==> config.mk <==
export PLATFORM = sky130hd
export DESIGN_NAME = qstm_scale
export DESIGN_NICKNAME = d
export VERILOG_FILES = /design/src/hdl/qstm_pkg.sv /design/src/hdl/qstm_scale.sv
export SDC_FILE = /design/constraint.sdc
export NUM_CORES = 1
export LEC_CHECK = 0
export BUFFER_PORTS_ARGS = -buffer_cell sky130_fd_sc_hd__buf_4
export CAP_MARGIN = 30
export CORE_UTILIZATION = 55
export CTS_BUF_LIST = sky130_fd_sc_hd__clkbuf_8
export DETAILED_ROUTE_END_ITERATION = 6
export PLACE_DENSITY = 0.72
export SETUP_SLACK_MARGIN = 0.02
export SLEW_MARGIN = 20
export SYNTH_ARGS = -nofsm -noshare
export SYNTH_HDL_FRONTEND = slang
export SYNTH_SLANG_ARGS = --single-unit
==> constraint.sdc <==
create_clock -name clk_i -period 9.12 [get_ports clk_i]
set_input_delay 1.824 -clock clk_i [delete_from_list [all_inputs] [get_ports clk_i]]
set_output_delay 1.824 -clock clk_i [all_outputs]
set_load 0.005 [all_outputs]
==> src/hdl/qstm_pkg.sv <==
`timescale 1ns / 1ps
`default_nettype none

package qstm_pkg;

  localparam int unsigned QuatW  = 16;
  localparam int unsigned ScaleW = 16;
  localparam int unsigned TransW = 32;
  localparam int unsigned MatW   = 32;
  localparam int unsigned PrdW   = 32;
  localparam int unsigned EntW   = 34;
  localparam int unsigned MulW   = EntW + ScaleW;
  localparam int unsigned DropBits = 18;

  typedef logic signed [PrdW-1:0] prd_t;
  typedef logic signed [EntW-1:0] entry_t;
  typedef logic signed [MulW-1:0] mul_t;
  typedef logic signed [MatW-1:0] mat_t;

  localparam entry_t OneQ30 = entry_t'(34'sd1073741824);

  typedef struct packed {
    logic mul_en;
    logic out_en;
  } stg_ctl_t;

  // sign-extend one Q2.30 product into the entry width
  function automatic entry_t ext_prd(input prd_t a);
    ext_prd = {{(EntW-PrdW){a[PrdW-1]}}, a};
  endfunction

endpackage

`default_nettype wire

==> src/hdl/qstm_scale.sv <==
`timescale 1ns / 1ps
`default_nettype none

module qstm_scale (
  input  wire logic                                clk_i,
  input  wire qstm_pkg::stg_ctl_t                  ctl_i,
  input  wire qstm_pkg::entry_t                    ent_i,
  input  wire logic signed [qstm_pkg::ScaleW-1:0]  scale_i,
  output qstm_pkg::mat_t                           m_o
);
  import qstm_pkg::*;

  mul_t                  prod_d, prod_q;
  logic signed [MulW:0]  rnd;
  logic signed [MulW-DropBits:0] shr;
  mat_t                  m_d, m_q;

  assign prod_d = mul_t'(ent_i) * mul_t'(scale_i);

  always_comb begin
    // add half an output lsb, then floor
    rnd = {prod_q[MulW-1], prod_q} + {{(MulW-DropBits+1){1'b0}}, 1'b1, {(DropBits-1){1'b0}}};
    shr = rnd[MulW:DropBits];
    if (shr[MulW-DropBits] != shr[MatW-1]) begin
      m_d = shr[MulW-DropBits] ? {1'b1, {(MatW-1){1'b0}}} : {1'b0, {(MatW-1){1'b1}}};
    end else begin
      m_d = shr[MatW-1:0];
    end
  end

  always_ff @(posedge clk_i) begin
    if (ctl_i.mul_en) begin
      prod_q <= prod_d;
    end
    if (ctl_i.out_en) begin
      m_q <= m_d;
    end
  end

  assign m_o = m_q;

endmodule

`default_nettype wire

# Yosys cells after proc, flatten, opt, wreduce, memory -nomap -nowiden
# Index checks and enable logic that the tools add are counted.
# word_totals
ramBits	0
rom_bits	0
n_memories	0
output_inout_bits	32
regBits	82
latchBits	0
inputBits	53
# op_classes
magnitude_cmp	0
reduce_logical	0
mul	1
shifts	0
muxes	2
div	0
n_eq_ne	1
n_addsub	1
bitwise_logic	0
# op_table
operator	count
2-to-1 mux 32 bit	2
adder 50 x 19 -> 51 bit (second input constant)	1
multiplier 34 x 16 -> 50 bit	1
!= test 1 bit	1

# Logic depth before layout (Yosys ltp)
# Gate-level depths: netlist of the first run.
# depth
ltp_word	3
mapped_depth	24

# Worst setup path before layout of the first run
# OpenSTA, ideal clock, no wires.
# synth_timing
path_kind	input-to-reg
from	input scale_i[7] (netlist bit)
to	register prod_q[43] (data pin)
path_slack_ns	1.378
t_arrival_ns	7.480
setup_time_ns	0.262
path_stages	22
t_required_ns	8.858
cell_sequence	clkbuf_1 -> clkbuf_1 -> nand2_1 -> fa_1 -> inv_1 -> fa_1 -> fa_1 -> fa_1 -> fa_1 -> inv_1 -> fa_1 -> inv_1 -> ha_1 -> a21o_1 -> a21o_1 -> a21oi_2 -> nand3b_1 -> o21a_1 -> a211o_1 -> a2111oi_2 -> o21bai_1 -> xor2_1
# synth_between
elab_chain_len	1
# synth_rtl
element	line	rtl
start: declaration	qstm_scale.sv:8	input wire logic signed [qstm_pkg::ScaleW-1:0] scale_i,
multiplier 34 x 16 -> 50 bit	qstm_scale.sv:18	assign prod_d = mul_t'(ent_i) * mul_t'(scale_i);
via prod_d[43]	qstm_scale.sv:13	mul_t prod_d, prod_q;
end signal: assignment	qstm_scale.sv:33	prod_q <= prod_d;
end: declaration	qstm_scale.sv:13	
# The timed path passes the listed nets, and every way through them passes these cells.
# A chain may end at the register's enable or synchronous reset.

# Worst setup path after layout of the first run
# layout_timing
from	input scale_i[1] (netlist bit)
to	register prod_q[43] (data pin)
# Same word-level chain as after synthesis.

==> impl_results.html, run 1 <==
<table>
<tr><th>Metric</th><th>Value</th></tr>
<tr><th colspan="2">Detailed routing</th></tr>
<tr><td>Residual antenna-violating net count after detailed routing</td><td>0</td></tr>
<tr><td>Routed wirelength normalized by instance count</td><td>17.82 um</td></tr>
<tr><td>Via density per instance</td><td>5.384</td></tr>
<tr><td>Vias after detailed routing</td><td>14920</td></tr>
<tr><td>Pre-antenna DRT Iters</td><td>6</td></tr>
<tr><td>Total routed wirelength</td><td>49380 um</td></tr>
<tr><td>Number of DRC violations after detailed routing</td><td>0</td></tr>
<tr><td>Drt first-iter violations</td><td>835</td></tr>
<tr><th colspan="2">Clock network</th></tr>
<tr><td>Root buffer cell</td><td>sky130_fd_sc_hd__clkbuf_8</td></tr>
<tr><td>Hold-fix buffers, CTS</td><td>0</td></tr>
<tr><td># H-tree levels</td><td>3</td></tr>
<tr><td>Worst-case clock buffer depth</td><td>2</td></tr>
<tr><td>Total number of clock tree sinks</td><td>65</td></tr>
<tr><td>Resized cells post-CTS</td><td>0</td></tr>
<tr><td>Number of buffers inserted during clock tree synthesis</td><td>9</td></tr>
<tr><td>Worst skew pair latency</td><td>0.34 ns</td></tr>
<tr><td>Post-CTS Setup Bufs</td><td>0</td></tr>
<tr><td>Clock tree from TritonCTS</td><td>yes</td></tr>
<tr><td>Clock-pin slew reported for the worst setup and hold paths after clock tree synthesis</td><td>0.06 ns</td></tr>
<tr><th colspan="2">Setup path</th></tr>
<tr><td>Endpoint of the worst-slack reg-to-reg timing path</td><td>m_o[0]$_DFFE_PP_</td></tr>
<tr><td>Cell mode on critical path</td><td>sky130_fd_sc_hd__fa_1</td></tr>
<tr><td>Buffers &amp; Inverters on Critical Path</td><td>4</td></tr>
<tr><td>Largest incremental delay on the critical path</td><td>0.54 ns</td></tr>
<tr><td>Peak fanout along the critical path</td><td>34</td></tr>
<tr><td>Kind of start point of the critical path</td><td>primary input</td></tr>
<tr><td>Number of cells traversed by the worst register-to-register path</td><td>9</td></tr>
<tr><td>Cell type group with the largest total delay on the critical path</td><td>adder cells</td></tr>
<tr><td>Req. time, crit path</td><td>9.20 ns</td></tr>
<tr><td>Worst reg2reg path startpoint</td><td>prod_q[17]$_DFFE_PP_</td></tr>
<tr><td>R2r setup slk</td><td>6.18 ns</td></tr>
<tr><td>CP Cell Sequence</td><td>buf_4 -&gt; nand2_1 -&gt; fa_1 -&gt; fa_1 -&gt; fa_1 -&gt; inv_1 -&gt; fa_1 -&gt; fa_1 -&gt; inv_1 -&gt; fa_1 -&gt; inv_1 -&gt; ha_1 -&gt; a21o_1 -&gt; a21o_1 -&gt; a21oi_2 -&gt; nand3b_1 -&gt; o21a_1 -&gt; a211o_1 -&gt; a2111oi_2 -&gt; o21bai_1 -&gt; xor2_1</td></tr>
<tr><td>Critical Path Sink Type</td><td>flop</td></tr>
<tr><td>Worst path slowest cell</td><td>sky130_fd_sc_hd__fa_1</td></tr>
<tr><td>Type of the worst setup path</td><td>in2reg</td></tr>
<tr><td>Arrival time worst endpoint</td><td>8.05 ns</td></tr>
<tr><th colspan="2">Global route</th></tr>
<tr><td>Global-route wire length before repair</td><td>84100 um</td></tr>
<tr><td>Antenna violations before repair</td><td>0</td></tr>
<tr><td>Overall global routing resource usage</td><td>28.01%</td></tr>
<tr><td>Gr ovfl total</td><td>0</td></tr>
<tr><td>Maximum number of pins on one net before global-route repair</td><td>35</td></tr>
<tr><td>Number of global-route vias before repair</td><td>17100</td></tr>
<tr><th colspan="2">Finish</th></tr>
<tr><td>Antenna cells</td><td>0</td></tr>
<tr><td>Multi-input gate area</td><td>16380 um^2</td></tr>
<tr><td>Combined flip-flop and latch cell area</td><td>1952 um^2</td></tr>
<tr><td>Area added between synthesis and finish</td><td>5.218%</td></tr>
<tr><td>Nets</td><td>2939</td></tr>
<tr><td>FILL cells</td><td>3260</td></tr>
<tr><td>Share of final-layout standard cells stronger than drive strength 1</td><td>4.821%</td></tr>
<tr><th colspan="2">Worst hold path</th></tr>
<tr><td>Worst hold endpoint</td><td>m_o[7]$_DFFE_PP_</td></tr>
<tr><td>Worst min path class</td><td>reg2reg</td></tr>
<tr><td>Critical hold path startpoint</td><td>prod_q[25]$_DFFE_PP_</td></tr>
<tr><td>Hold path cells</td><td>2</td></tr>
<tr><th colspan="2">STA</th></tr>
<tr><td>Worst slew margin relative to its limit</td><td>52.67%</td></tr>
<tr><td>Summed negative setup slack over all endpoints</td><td>0 ns</td></tr>
<tr><td>Unrepaired setup endpoints after global routing</td><td>no</td></tr>
<tr><td>Number of setup violations in the final report</td><td>0</td></tr>
<tr><td>Timing-limited maximum frequency</td><td>0.1255 GHz</td></tr>
<tr><td>Shortest period the worst path allows</td><td>7.970 ns</td></tr>
<tr><td>Final hold violations</td><td>0</td></tr>
<tr><td>Worst-margin pin slew</td><td>0.7092 ns</td></tr>
<tr><td>Final Max Slew Viols</td><td>0</td></tr>
<tr><td>Final setup skew</td><td>0.006745 ns</td></tr>
<tr><td>Final period utilization</td><td>87.39%</td></tr>
<tr><th colspan="2">Placement</th></tr>
<tr><td>Gpl congestion</td><td>0.8816</td></tr>
<tr><td># port buffers</td><td>84</td></tr>
<tr><td>DP Wirelength</td><td>38660 um</td></tr>
<tr><th colspan="2">Job</th></tr>
<tr><td>Number of max-cap violations</td><td>0</td></tr>
<tr><th colspan="2">Yosys</th></tr>
<tr><td>Yosys warnings</td><td>0</td></tr>
<tr><td>Gate count of the mapped netlist</td><td>2250</td></tr>
<tr><td>Post-synthesis average cell area</td><td>9.293 um^2</td></tr>
<tr><td>FF+latch count, synth</td><td>65</td></tr>
<tr><td>Distinct cell type count of the synthesized netlist</td><td>48</td></tr>
<tr><td>Cell type contributing the most total cell area after synthesis</td><td>sky130_fd_sc_hd__fa_1</td></tr>
<tr><td>Synthesized area</td><td>20910 um^2</td></tr>
<tr><td>Area share of the largest cell type after synthesis</td><td>49.12%</td></tr>
<tr><td>Post-synth net total</td><td>2932</td></tr>
<tr><td>Register area share after synthesis</td><td>9.335%</td></tr>
<tr><td>Largest cells by area after synthesis</td><td>sky130_fd_sc_hd__fa_1 49%, sky130_fd_sc_hd__inv_1 11%, sky130_fd_sc_hd__edfxtp_1 9.3%</td></tr>
<tr><th colspan="2">Status</th></tr>
<tr><td>Run status</td><td>complete, no violations</td></tr>
<tr><th colspan="2">Die</th></tr>
<tr><td>Full die area</td><td>38800 um^2</td></tr>
<tr><td>Placeable Area</td><td>37580 um^2</td></tr>
<tr><td>Vertical extent of the die</td><td>197.0 um</td></tr>
<tr><td>Initial core utilization</td><td>55.64%</td></tr>
<tr><td>Horizontal die dimension</td><td>197.0 um</td></tr>
<tr><td>I/O pin count</td><td>85</td></tr>
<tr><td>Std cell rows</td><td>71</td></tr>
</table>
==> state kept, by name (all words and copies together) (netlist names) <==
name,cells
m_o,32
prod_q,33
==> through the flow <==
stage               util, %  cell area [um^2]  hold slack [ns]  setup WS (ns)  instances
detailed placement    58.14             21850           0.5810         0.5087       2756
floorplan                 -             20910           0.5469          1.378       2250
global placement      58.14             21850           0.5897         0.6409       2756
CTS                   58.53             21990           0.5917         0.8451       2771
global route          58.55             22000           0.6253         0.9195       2772
finish                58.55             22000           0.5881          1.150       2772
==> routing by layer <==
metal	GRT usage (%)	vias up	share of wire, %	wire [um]
met4	11.23	0	4.4	2151
met5	0	-	0	0
li1	-	6515	-	-
met2	49.93	605	51	24980
met3	3.713	125	6.8	3380
met1	34.42	7679	38	18870
==> final cells by class <==
cell class / count / area share, %
tap: 511 / 2.906
sequential: 65 / 8.872
clock inverter: 6 / 0.1024
multi-input combinational: 1500 / 74.45
clock buffer: 9 / 0.5630
timing repair buffer: 88 / 2.992
inverter: 593 / 10.12
==> worst reg2reg max path, cell delays in order, from the launching register on <==
cell,delay [ns]
sky130_fd_sc_hd__edfxtp_1,0.36
sky130_fd_sc_hd__ha_1,0.19
sky130_fd_sc_hd__and3_1,0.20
sky130_fd_sc_hd__nand3_1,0.20
sky130_fd_sc_hd__nor3_1,0.31
sky130_fd_sc_hd__nand4_1,0.36
sky130_fd_sc_hd__nor2_1,0.28
sky130_fd_sc_hd__nand3_1,0.12
sky130_fd_sc_hd__nor2_2,0.43
sky130_fd_sc_hd__o21ai_0,0.20
==> kinds of logic (layout without fill, tap and decap cells) <==
group / after synthesis / in the layout / synth area share (%)
AOI/OAI and AO/OA: 126 / 126 / 3.806
xor gates and xnor gates: 69 / 69 / 2.890
adders and majority gates: 629 / 629 / 56.06
buffers and inverters: 685 / 696 / 12.33
DFF: 65 / 65 / 9.335
muxes: 1 / 1 / 0.04787
and+or+nand+nor: 675 / 675 / 15.53
==> worst max-delay path by stage <==
stage	start	to	slack, ns	cells past startpoint
6_report	scale_i[1]	prod_q[43]$_DFFE_PP_	1.15	21
3_3_place_gp	scale_i[7]	prod_q[43]$_DFFE_PP_	0.64	21
4_1_cts	scale_i[1]	prod_q[43]$_DFFE_PP_	0.85	19
2_1_floorplan	scale_i[7]	prod_q[43]$_DFFE_PP_	1.38	22
5_1_grt	scale_i[1]	prod_q[48]$_DFFE_PP_	0.92	23
3_5_place_dp	scale_i[7]	prod_q[43]$_DFFE_PP_	0.51	21
==> layout by cell type (no fill, tap or decap), drive strengths merged, types with 3 or more instances in the layout <==
cell type,instances
nor2,56
a31oi,10
o21bai,11
a21o,24
and3,9
edfxtp,65
nand2,336
clkbuf,10
nand3,14
nor3,8
and4,4
a21oi,33
nand3b,3
and2,215
xnor2,39
fa,513
buf,87
ha,116
o21ai,34
nand2b,6
xor2,30
inv,598
nand4,15
==> synthesized netlist by cell type (all sizes together) <==
cell	count
a2111oi	2
a211o	1
a211oi	2
a21boi	1
a21o	24
a21oi	33
a22o	1
a31oi	10
a41oi	1
and2	215
and3	9
and4	4
buf	6
clkbuf	86
edfxtp	65
fa	513
ha	116
inv	593
mux2i	1
nand2	336
nand2b	6
nand3	14
nand3b	3
nand4	15
nor2	56
nor2b	2
nor3	8
nor3b	1
nor4	2
o2111ai	1
o211ai	1
o21a	2
o21ai	34
o21bai	11
o221ai	1
o31ai	1
or2	2
or4	2
xnor2	39
xor2	30
Power of run 1 is left out: the tool's default activity adds up to more than one toggle a clock period on the data nets, which glitch-free logic cannot reach.
==> run 2: changes to the inputs <==
CORE_MARGIN = 2   (was not set)
clock period = 7.4 ns   (was 9.12 ns; I/O delays follow)
==> run 2 against run 1 <==
Net effect: final cell count increased by 5.1%; hold slack improved by 0.014 ns; critical path depth increased by 1; sequential share of layout area decreased by 0.52 points; core utilization increased by 3.6 points; critical endpoint is now prod_q[40]$_DFFE_PP_; largest cell class unchanged.
==> impl_results.html, run 2 (synthesis results as in run 1) <==
<table>
<tr><th>Metric</th><th>Value</th></tr>
<tr><th colspan="2">Detailed routing</th></tr>
<tr><td>Top routing layer in use</td><td>met4</td></tr>
<tr><td>Pre-antenna DRT Iters</td><td>5 (-1)</td></tr>
<tr><td>Routed wirelength normalized by instance count</td><td>17.73 um (-0.49%)</td></tr>
<tr><td>Vias after detailed routing</td><td>15470 (+3.7%)</td></tr>
<tr><td>Total routed wirelength</td><td>51640 um (+4.6%)</td></tr>
<tr><td>Number of DRC violations after detailed routing</td><td>0 (unchanged)</td></tr>
<tr><td>Met2 wire length</td><td>25900 um (+3.7%)</td></tr>
<tr><td>Routed length on met3</td><td>3135 um (-7.2%)</td></tr>
<tr><td>Residual antenna-violating net count after detailed routing</td><td>0 (unchanged)</td></tr>
<tr><td>Via density per instance</td><td>5.310 (-1.4%)</td></tr>
<tr><td>Sum of routed wire segments on met1</td><td>19440 um (+3.1%)</td></tr>
<tr><td>Drt first-iter violations</td><td>1019 (+22%)</td></tr>
<tr><th colspan="2">Finish</th></tr>
<tr><td>Share of final-layout standard cells stronger than drive strength 1</td><td>10.83% (+6.0 points)</td></tr>
<tr><td>Most common cell after layout, fill and taps aside</td><td>sky130_fd_sc_hd__inv_1</td></tr>
<tr><td>Nets</td><td>3078 (+4.7%)</td></tr>
<tr><td>Area added between synthesis and finish</td><td>11.71%</td></tr>
<tr><td>Biggest register</td><td>prod_q</td></tr>
<tr><td>Most frequent cells in the layout</td><td>593 x sky130_fd_sc_hd__inv_1, 513 x sky130_fd_sc_hd__fa_1, 336 x sky130_fd_sc_hd__nand2_1</td></tr>
<tr><td>Max reg flops</td><td>33 (unchanged)</td></tr>
<tr><th colspan="2">Setup path</th></tr>
<tr><td>Cell mode on critical path</td><td>sky130_fd_sc_hd__fa_1</td></tr>
<tr><td>Peak fanout along the critical path</td><td>12 (-65%)</td></tr>
<tr><td>Req. time, crit path</td><td>7.49 ns (-1.71 ns)</td></tr>
<tr><td>Arrival time worst endpoint</td><td>7.33 ns (-0.72 ns)</td></tr>
<tr><td>CP Cell Sequence</td><td>buf_4 -&gt; nand2_1 -&gt; fa_1 -&gt; inv_1 -&gt; fa_1 -&gt; inv_1 -&gt; fa_1 -&gt; inv_1 -&gt; fa_1 -&gt; fa_1 -&gt; fa_1 -&gt; ha_1 -&gt; a21oi_1 -&gt; o21ai_1 -&gt; nor4_2 -&gt; a21oi_2 -&gt; o21a_1 -&gt; a211o_1 -&gt; buf_4 -&gt; a211oi_2 -&gt; o21bai_1 -&gt; xor2_1</td></tr>
<tr><td>Kind of start point of the critical path</td><td>primary input</td></tr>
<tr><td>Worst path slowest cell</td><td>sky130_fd_sc_hd__fa_1</td></tr>
<tr><td>Critical Path Sink Type</td><td>flop</td></tr>
<tr><td>R2r setup slk</td><td>4.47 ns (-1.71 ns)</td></tr>
<tr><td>Largest incremental delay on the critical path</td><td>0.55 ns (about the same)</td></tr>
<tr><td>Type of the worst setup path</td><td>in2reg</td></tr>
<tr><th colspan="2">Global route</th></tr>
<tr><td>Number of global-route vias before repair</td><td>17250 (+0.88%)</td></tr>
<tr><td>Overall global routing resource usage</td><td>28.08% (+0.068 points)</td></tr>
<tr><td>Global-route wire length before repair</td><td>85130 um (+1.2%)</td></tr>
<tr><td>Antenna violations before repair</td><td>0 (unchanged)</td></tr>
<tr><td>Maximum number of pins on one net before global-route repair</td><td>34 (-2.9%)</td></tr>
<tr><td>Gr ovfl total</td><td>0 (unchanged)</td></tr>
<tr><th colspan="2">Die</th></tr>
<tr><td>I/O pin count</td><td>85 (unchanged)</td></tr>
<tr><td>Placeable Area</td><td>37580 um^2 (unchanged)</td></tr>
<tr><td>Horizontal die dimension</td><td>199.0 um (+1.0%)</td></tr>
<tr><td>Initial core utilization</td><td>55.64% (unchanged)</td></tr>
<tr><td>Std cell rows</td><td>71 (unchanged)</td></tr>
<tr><td>Full die area</td><td>39590 um^2 (+2.0%)</td></tr>
<tr><td>Vertical extent of the die</td><td>199.0 um (+1.0%)</td></tr>
<tr><th colspan="2">Clock network</th></tr>
<tr><td>Root buffer cell</td><td>sky130_fd_sc_hd__clkbuf_8</td></tr>
<tr><td>Worst skew pair latency</td><td>0.34 ns (about the same)</td></tr>
<tr><td>Clock tree from TritonCTS</td><td>yes</td></tr>
<tr><td>Number of buffers inserted during clock tree synthesis</td><td>9 (unchanged)</td></tr>
<tr><td># H-tree levels</td><td>3 (unchanged)</td></tr>
<tr><td>Total number of clock tree sinks</td><td>65 (unchanged)</td></tr>
<tr><td>Worst-case clock buffer depth</td><td>2 (unchanged)</td></tr>
<tr><td>Clock-pin slew reported for the worst setup and hold paths after clock tree synthesis</td><td>0.07 ns (about the same)</td></tr>
<tr><th colspan="2">Placement</th></tr>
<tr><td>Gpl congestion</td><td>0.9414 (+6.8%)</td></tr>
<tr><td>DP Wirelength</td><td>43730 um (+13%)</td></tr>
<tr><td># port buffers</td><td>84 (unchanged)</td></tr>
<tr><th colspan="2">Worst hold path</th></tr>
<tr><td>Worst min path class</td><td>reg2reg</td></tr>
<tr><th colspan="2">STA</th></tr>
<tr><td>Worst slew margin relative to its limit</td><td>61.84% (+9.2 points)</td></tr>
<tr><td>Timing-limited maximum frequency</td><td>0.1382 GHz</td></tr>
<tr><td>Shortest period the worst path allows</td><td>7.237 ns</td></tr>
<tr><td>Final setup skew</td><td>0.006605 ns (-0.0001402 ns)</td></tr>
<tr><td>Number of setup violations in the final report</td><td>0 (unchanged)</td></tr>
<tr><td>Final Max Slew Viols</td><td>0 (unchanged)</td></tr>
<tr><td>Final period utilization</td><td>97.80%</td></tr>
<tr><td>Summed negative setup slack over all endpoints</td><td>0 ns (unchanged)</td></tr>
<tr><td>Worst-margin pin slew</td><td>0.5718 ns (-0.1375 ns)</td></tr>
<tr><td>Final hold violations</td><td>0 (unchanged)</td></tr>
<tr><th colspan="2">Job</th></tr>
<tr><td>Number of max-cap violations</td><td>0 (unchanged)</td></tr>
<tr><th colspan="2">Status</th></tr>
<tr><td>Run status</td><td>complete, no violations</td></tr>
</table>
## run 2: cell types whose count changed in the layout (fill, tap and decap cells not counted), moves of 2 or more
cell | previous run | this run
sky130_fd_sc_hd__buf_8 | 0 | 2
sky130_fd_sc_hd__inv_1 | 596 | 593
sky130_fd_sc_hd__buf_12 | 0 | 17
sky130_fd_sc_hd__o21ai_0 | 23 | 21
sky130_fd_sc_hd__buf_4 | 87 | 203
sky130_fd_sc_hd__buf_6 | 0 | 5
sky130_fd_sc_hd__clkinv_2 | 0 | 3
## run 2: per-stage QoR
stage | utilization [%] | area, um^2 | cells | setup slack [ns] | hold slack [ns]
after floorplan | - | 20910 | 2250 | 0.03452 | 0.5469
after global placement | 61.51 | 23110 | 2896 | -0.2031 | 0.5774
after detailed placement | 61.51 | 23110 | 2896 | -0.2266 | 0.5732
after CTS | 61.92 | 23270 | 2912 | 0.1027 | 0.5972
after global routing | 62.15 | 23350 | 2912 | -0.03804 | 0.6393
final | 62.16 | 23360 | 2913 | 0.1625 | 0.6022
## run 2: path summary, 6_finish.rpt
path	start	endpoint	cells after the start
setup reg to reg	prod_q[18]$_DFFE_PP_	m_o[14]$_DFFE_PP_	9
hold / removal	prod_q[31]$_DFFE_PP_	m_o[13]$_DFFE_PP_	2
hold reg to reg	prod_q[31]$_DFFE_PP_	m_o[13]$_DFFE_PP_	2
setup / recovery	scale_i[7]	prod_q[40]$_DFFE_PP_	22
## run 2: critical path, delay by kind of cell
kind | cells | cell delay [ns]
buf+inv | 5 | 0.52
xor+xnor | 1 | 0.14
fa+ha+maj | 7 | 3.34
simple gates | 2 | 0.44
compound gates | 7 | 1.38
## run 2: layout make-up
cell class | count | area [um^2]
Timing Repair Buffer | 227 | 1951
Fill cell | 3133 | 14220
Clock buffer | 9 | 123.9
Multi-Input combinational cell | 1500 | 16430
Tap cell | 511 | 639.4
Antenna cell | 1 | 2.502
Inverter | 593 | 2226
Sequential cell | 65 | 1952
Clock inverter | 7 | 30.03
## run 2: routing by layer
| metal | GRT usage (%) | vias to the layer above |
|---|---|---|
| met5 | 0 | - |
| met4 | 14.29 | 0 |
| met3 | 3.120 | 161 |
| met2 | 49.22 | 571 |
| met1 | 34.50 | 7932 |
| li1 | - | 6805 |
## run 2: what timing repair did
action	in CTS	in global routing
buffers inserted	0	1
gates resized for setup	0	22
endpoints found under the setup margin	0	15
hold buffers	0	0
Power of run 2 is left out for the same reason.
==> run 3: changes to the inputs <==
CORE_UTILIZATION = 40   (was 55)
PLACE_DENSITY = not set   (was 0.72)
==> run 3 against run 2 <==
Net effect: worst setup slack improved by 0.087 ns; sequential share of layout area fell by 0.13 points; hold slack improved by 0.0036 ns; routed wire length rose by 0.82%; global-route usage fell by 7.3 points; clock-buffer cell count did not move; critical path depth rose by 1; register-to-register slack got worse by 0.02 ns; via count fell by 0.94%; clock skew rose by 0.0020 ns; largest cell class unchanged; flip-flop and latch count did not move; critical path type unchanged.
==> impl_results.html, run 3 (synthesis results as in run 1) <==
<table>
<tr><th>Metric</th><th>Value</th></tr>
<tr><th colspan="2">Finish</th></tr>
<tr><td>FILL cells</td><td>5035 (+61%)</td></tr>
<tr><td>Multi-input gate area</td><td>16430 um^2 (about the same)</td></tr>
<tr><td>Non-filler cells in the finished layout</td><td>3110 (+6.8%)</td></tr>
<tr><td>Biggest register</td><td>prod_q</td></tr>
<tr><td>Share of final-layout standard cells stronger than drive strength 1</td><td>11.78% (+0.95 points)</td></tr>
<tr><td>Area added between synthesis and finish</td><td>13.51%</td></tr>
<tr><td>Max reg flops</td><td>33 (unchanged)</td></tr>
<tr><td>Most frequent cells in the layout</td><td>590 x sky130_fd_sc_hd__inv_1, 513 x sky130_fd_sc_hd__fa_1, 336 x sky130_fd_sc_hd__nand2_1</td></tr>
<tr><td>Combined flip-flop and latch cell area</td><td>1952 um^2 (unchanged)</td></tr>
<tr><td>Most common cell after layout, fill and taps aside</td><td>sky130_fd_sc_hd__inv_1</td></tr>
<tr><td>Nets</td><td>3105 (+0.88%)</td></tr>
<tr><th colspan="2">Detailed routing</th></tr>
<tr><td>Vias after detailed routing</td><td>15320 (-0.94%)</td></tr>
<tr><td>Routed wirelength normalized by instance count</td><td>16.74 um (-5.6%)</td></tr>
<tr><td>Drt first-iter violations</td><td>529 (-48%)</td></tr>
<tr><td>Via density per instance</td><td>4.927 (-7.2%)</td></tr>
<tr><td>Total routed wirelength</td><td>52060 um (+0.82%)</td></tr>
<tr><td>Pre-antenna DRT Iters</td><td>5 (unchanged)</td></tr>
<tr><td>Number of DRC violations after detailed routing</td><td>0 (unchanged)</td></tr>
<tr><td>Residual antenna-violating net count after detailed routing</td><td>0 (unchanged)</td></tr>
<tr><th colspan="2">Clock network</th></tr>
<tr><td>Number of buffers inserted during clock tree synthesis</td><td>9 (unchanged)</td></tr>
<tr><td>Hold-fix buffers, CTS</td><td>0 (unchanged)</td></tr>
<tr><td>Total number of clock tree sinks</td><td>65 (unchanged)</td></tr>
<tr><td>Clock-pin slew reported for the worst setup and hold paths after clock tree synthesis</td><td>0.07 ns (about the same)</td></tr>
<tr><td>Clock tree from TritonCTS</td><td>yes</td></tr>
<tr><td>Root buffer cell</td><td>sky130_fd_sc_hd__clkbuf_8</td></tr>
<tr><td>Worst-case clock buffer depth</td><td>2 (unchanged)</td></tr>
<tr><td>Worst skew pair latency</td><td>0.34 ns (about the same)</td></tr>
<tr><td># H-tree levels</td><td>3 (unchanged)</td></tr>
<tr><th colspan="2">STA</th></tr>
<tr><td>Final Max Slew Viols</td><td>0 (unchanged)</td></tr>
<tr><td>Worst-margin pin slew</td><td>0.5732 ns (+0.001468 ns)</td></tr>
<tr><td>Final period utilization</td><td>96.63% (-1.2 points)</td></tr>
<tr><td>Final hold violations</td><td>0 (unchanged)</td></tr>
<tr><td>Shortest period the worst path allows</td><td>7.151 ns (-0.08655 ns)</td></tr>
<tr><td>Timing-limited maximum frequency</td><td>0.1398 GHz (+1.2%)</td></tr>
<tr><td>Final setup skew</td><td>0.008603 ns (+0.001998 ns)</td></tr>
<tr><td>Worst slew margin relative to its limit</td><td>61.51% (-0.33 points)</td></tr>
<tr><td>Number of setup violations in the final report</td><td>0 (unchanged)</td></tr>
<tr><td>Summed negative setup slack over all endpoints</td><td>0 ns (unchanged)</td></tr>
<tr><th colspan="2">Setup path</th></tr>
<tr><td>CP Cell Sequence</td><td>buf_4 -&gt; buf_12 -&gt; buf_4 -&gt; and2_1 -&gt; fa_1 -&gt; inv_1 -&gt; fa_1 -&gt; fa_1 -&gt; inv_1 -&gt; fa_1 -&gt; fa_1 -&gt; inv_1 -&gt; fa_1 -&gt; inv_1 -&gt; ha_1 -&gt; a21o_1 -&gt; a21o_1 -&gt; a31oi_4 -&gt; o21ai_1 -&gt; a211o_1 -&gt; a2111oi_4 -&gt; o21bai_1 -&gt; xor2_1</td></tr>
<tr><td>Worst path slowest cell</td><td>sky130_fd_sc_hd__fa_1</td></tr>
<tr><td>Number of cells traversed by the worst register-to-register path</td><td>9 (unchanged)</td></tr>
<tr><td>Cell mode on critical path</td><td>sky130_fd_sc_hd__fa_1</td></tr>
<tr><td>Req. time, crit path</td><td>7.49 ns (about the same)</td></tr>
<tr><td>Largest incremental delay on the critical path</td><td>0.55 ns (about the same)</td></tr>
<tr><td>Type of the worst setup path</td><td>in2reg</td></tr>
<tr><td>Kind of start point of the critical path</td><td>primary input</td></tr>
<tr><td>Peak fanout along the critical path</td><td>12 (unchanged)</td></tr>
<tr><td>Arrival time worst endpoint</td><td>7.24 ns (-0.09 ns)</td></tr>
<tr><td>Crit. path cell count</td><td>23 (+4.5%)</td></tr>
<tr><td>Buffers &amp; Inverters on Critical Path</td><td>7 (+2)</td></tr>
<tr><td>Cell type group with the largest total delay on the critical path</td><td>adder cells</td></tr>
<tr><td>Critical Path Sink Type</td><td>flop</td></tr>
<tr><th colspan="2">Worst hold path</th></tr>
<tr><td>Worst min path class</td><td>reg2reg</td></tr>
<tr><td>Hold path cells</td><td>2 (unchanged)</td></tr>
<tr><th colspan="2">Die</th></tr>
<tr><td>Vertical extent of the die</td><td>232.6 um (+17%)</td></tr>
<tr><td>I/O pin count</td><td>85 (unchanged)</td></tr>
<tr><td>Placeable Area</td><td>51510 um^2 (+37%)</td></tr>
<tr><td>Std cell rows</td><td>83 (+17%)</td></tr>
<tr><td>Initial core utilization</td><td>40.59% (-15 points)</td></tr>
<tr><td>Full die area</td><td>54120 um^2 (+37%)</td></tr>
<tr><td>Horizontal die dimension</td><td>232.6 um (+17%)</td></tr>
<tr><th colspan="2">Placement</th></tr>
<tr><td>Gpl congestion</td><td>0.8761 (-6.9%)</td></tr>
<tr><td># placed instances</td><td>3092 (+6.8%)</td></tr>
<tr><td># port buffers</td><td>84 (unchanged)</td></tr>
<tr><td>DP Wirelength</td><td>45510 um (+4.1%)</td></tr>
<tr><th colspan="2">Global route</th></tr>
<tr><td>Overall global routing resource usage</td><td>20.81% (-7.3 points)</td></tr>
<tr><td>Antenna violations before repair</td><td>2 (+2)</td></tr>
<tr><td>Global-route wire length before repair</td><td>87710 um (+3.0%)</td></tr>
<tr><td>Number of global-route vias before repair</td><td>17590 (+1.9%)</td></tr>
<tr><td>Gr ovfl total</td><td>0 (unchanged)</td></tr>
<tr><td>Maximum number of pins on one net before global-route repair</td><td>34 (unchanged)</td></tr>
<tr><th colspan="2">Status</th></tr>
<tr><td>Run status</td><td>complete, no violations</td></tr>
<tr><th colspan="2">Job</th></tr>
<tr><td>Number of max-cap violations</td><td>0 (unchanged)</td></tr>
</table>
## run 3: changes by cell type in the layout (fill, tap and decap cells not counted), sizes merged
cell,previous run,this run
buf,227,254
bufinv,0,2
clkinv,5,4
clkinvlp,0,1
diode,1,2
inv,595,593
## run 3: worst paths after layout
path                                      startpoint                   end  slack (ns)
worst max register to register  prod_q[18]$_DFFE_PP_      m_o[4]$_DFFE_PP_        4.45
worst max-delay path                      scale_i[4]  prod_q[43]$_DFFE_PP_        0.25
worst min register to register  prod_q[43]$_DFFE_PP_     m_o[25]$_DFFE_PP_        0.61
worst min-delay path            prod_q[43]$_DFFE_PP_     m_o[25]$_DFFE_PP_        0.61
## run 3: what timing repair did
item / CTS / global route
gates resized for setup: 2 / 17
endpoints found under the setup margin: 1 / 19
cloned: 0 / 0
buffers inserted: 0 / 0
pin swaps: 0 / 4
## run 3: per-layer routing
layer	vias to the layer above	share of wire, %	routed length [um]	track usage [%]
met5	-	0	0	0
li1	6856	-	-	-
met2	372	52	27320	38.25
met3	123	4.3	2255	2.475
met4	0	5.1	2638	9.116
met1	7972	38	19850	24.28
## run 3: tightest hold or removal path, cell delays in order (launching register included)
cell and delay (ns):
sky130_fd_sc_hd__edfxtp_1 0.38, sky130_fd_sc_hd__xor2_1 0.07, sky130_fd_sc_hd__nand2_1 0.05
## run 3: layout make-up
cell class / instances / area share, %
inverter: 593 / 9.379
antenna: 2 / 0.02109
clock buffer: 9 / 0.5219
multi-input combinational: 1500 / 69.24
tap: 680 / 3.585
timing repair buffer: 254 / 8.672
sequential: 65 / 8.224
clock inverter: 7 / 0.3585
## run 3: per-stage QoR
step                setup slack (ns)  util (%)  hold slack (ns)  cell area, um^2
floorplan                    0.03452         -           0.5469            20910
global placement             -0.2420     45.50           0.5930            23440
detailed placement           -0.3710     45.50           0.5983            23440
CTS                          0.06906     45.93           0.6137            23660
global route               -0.004798     46.07           0.6343            23730
finish                        0.2491     46.07           0.6057            23730
Power of run 3 is left out for the same reason.
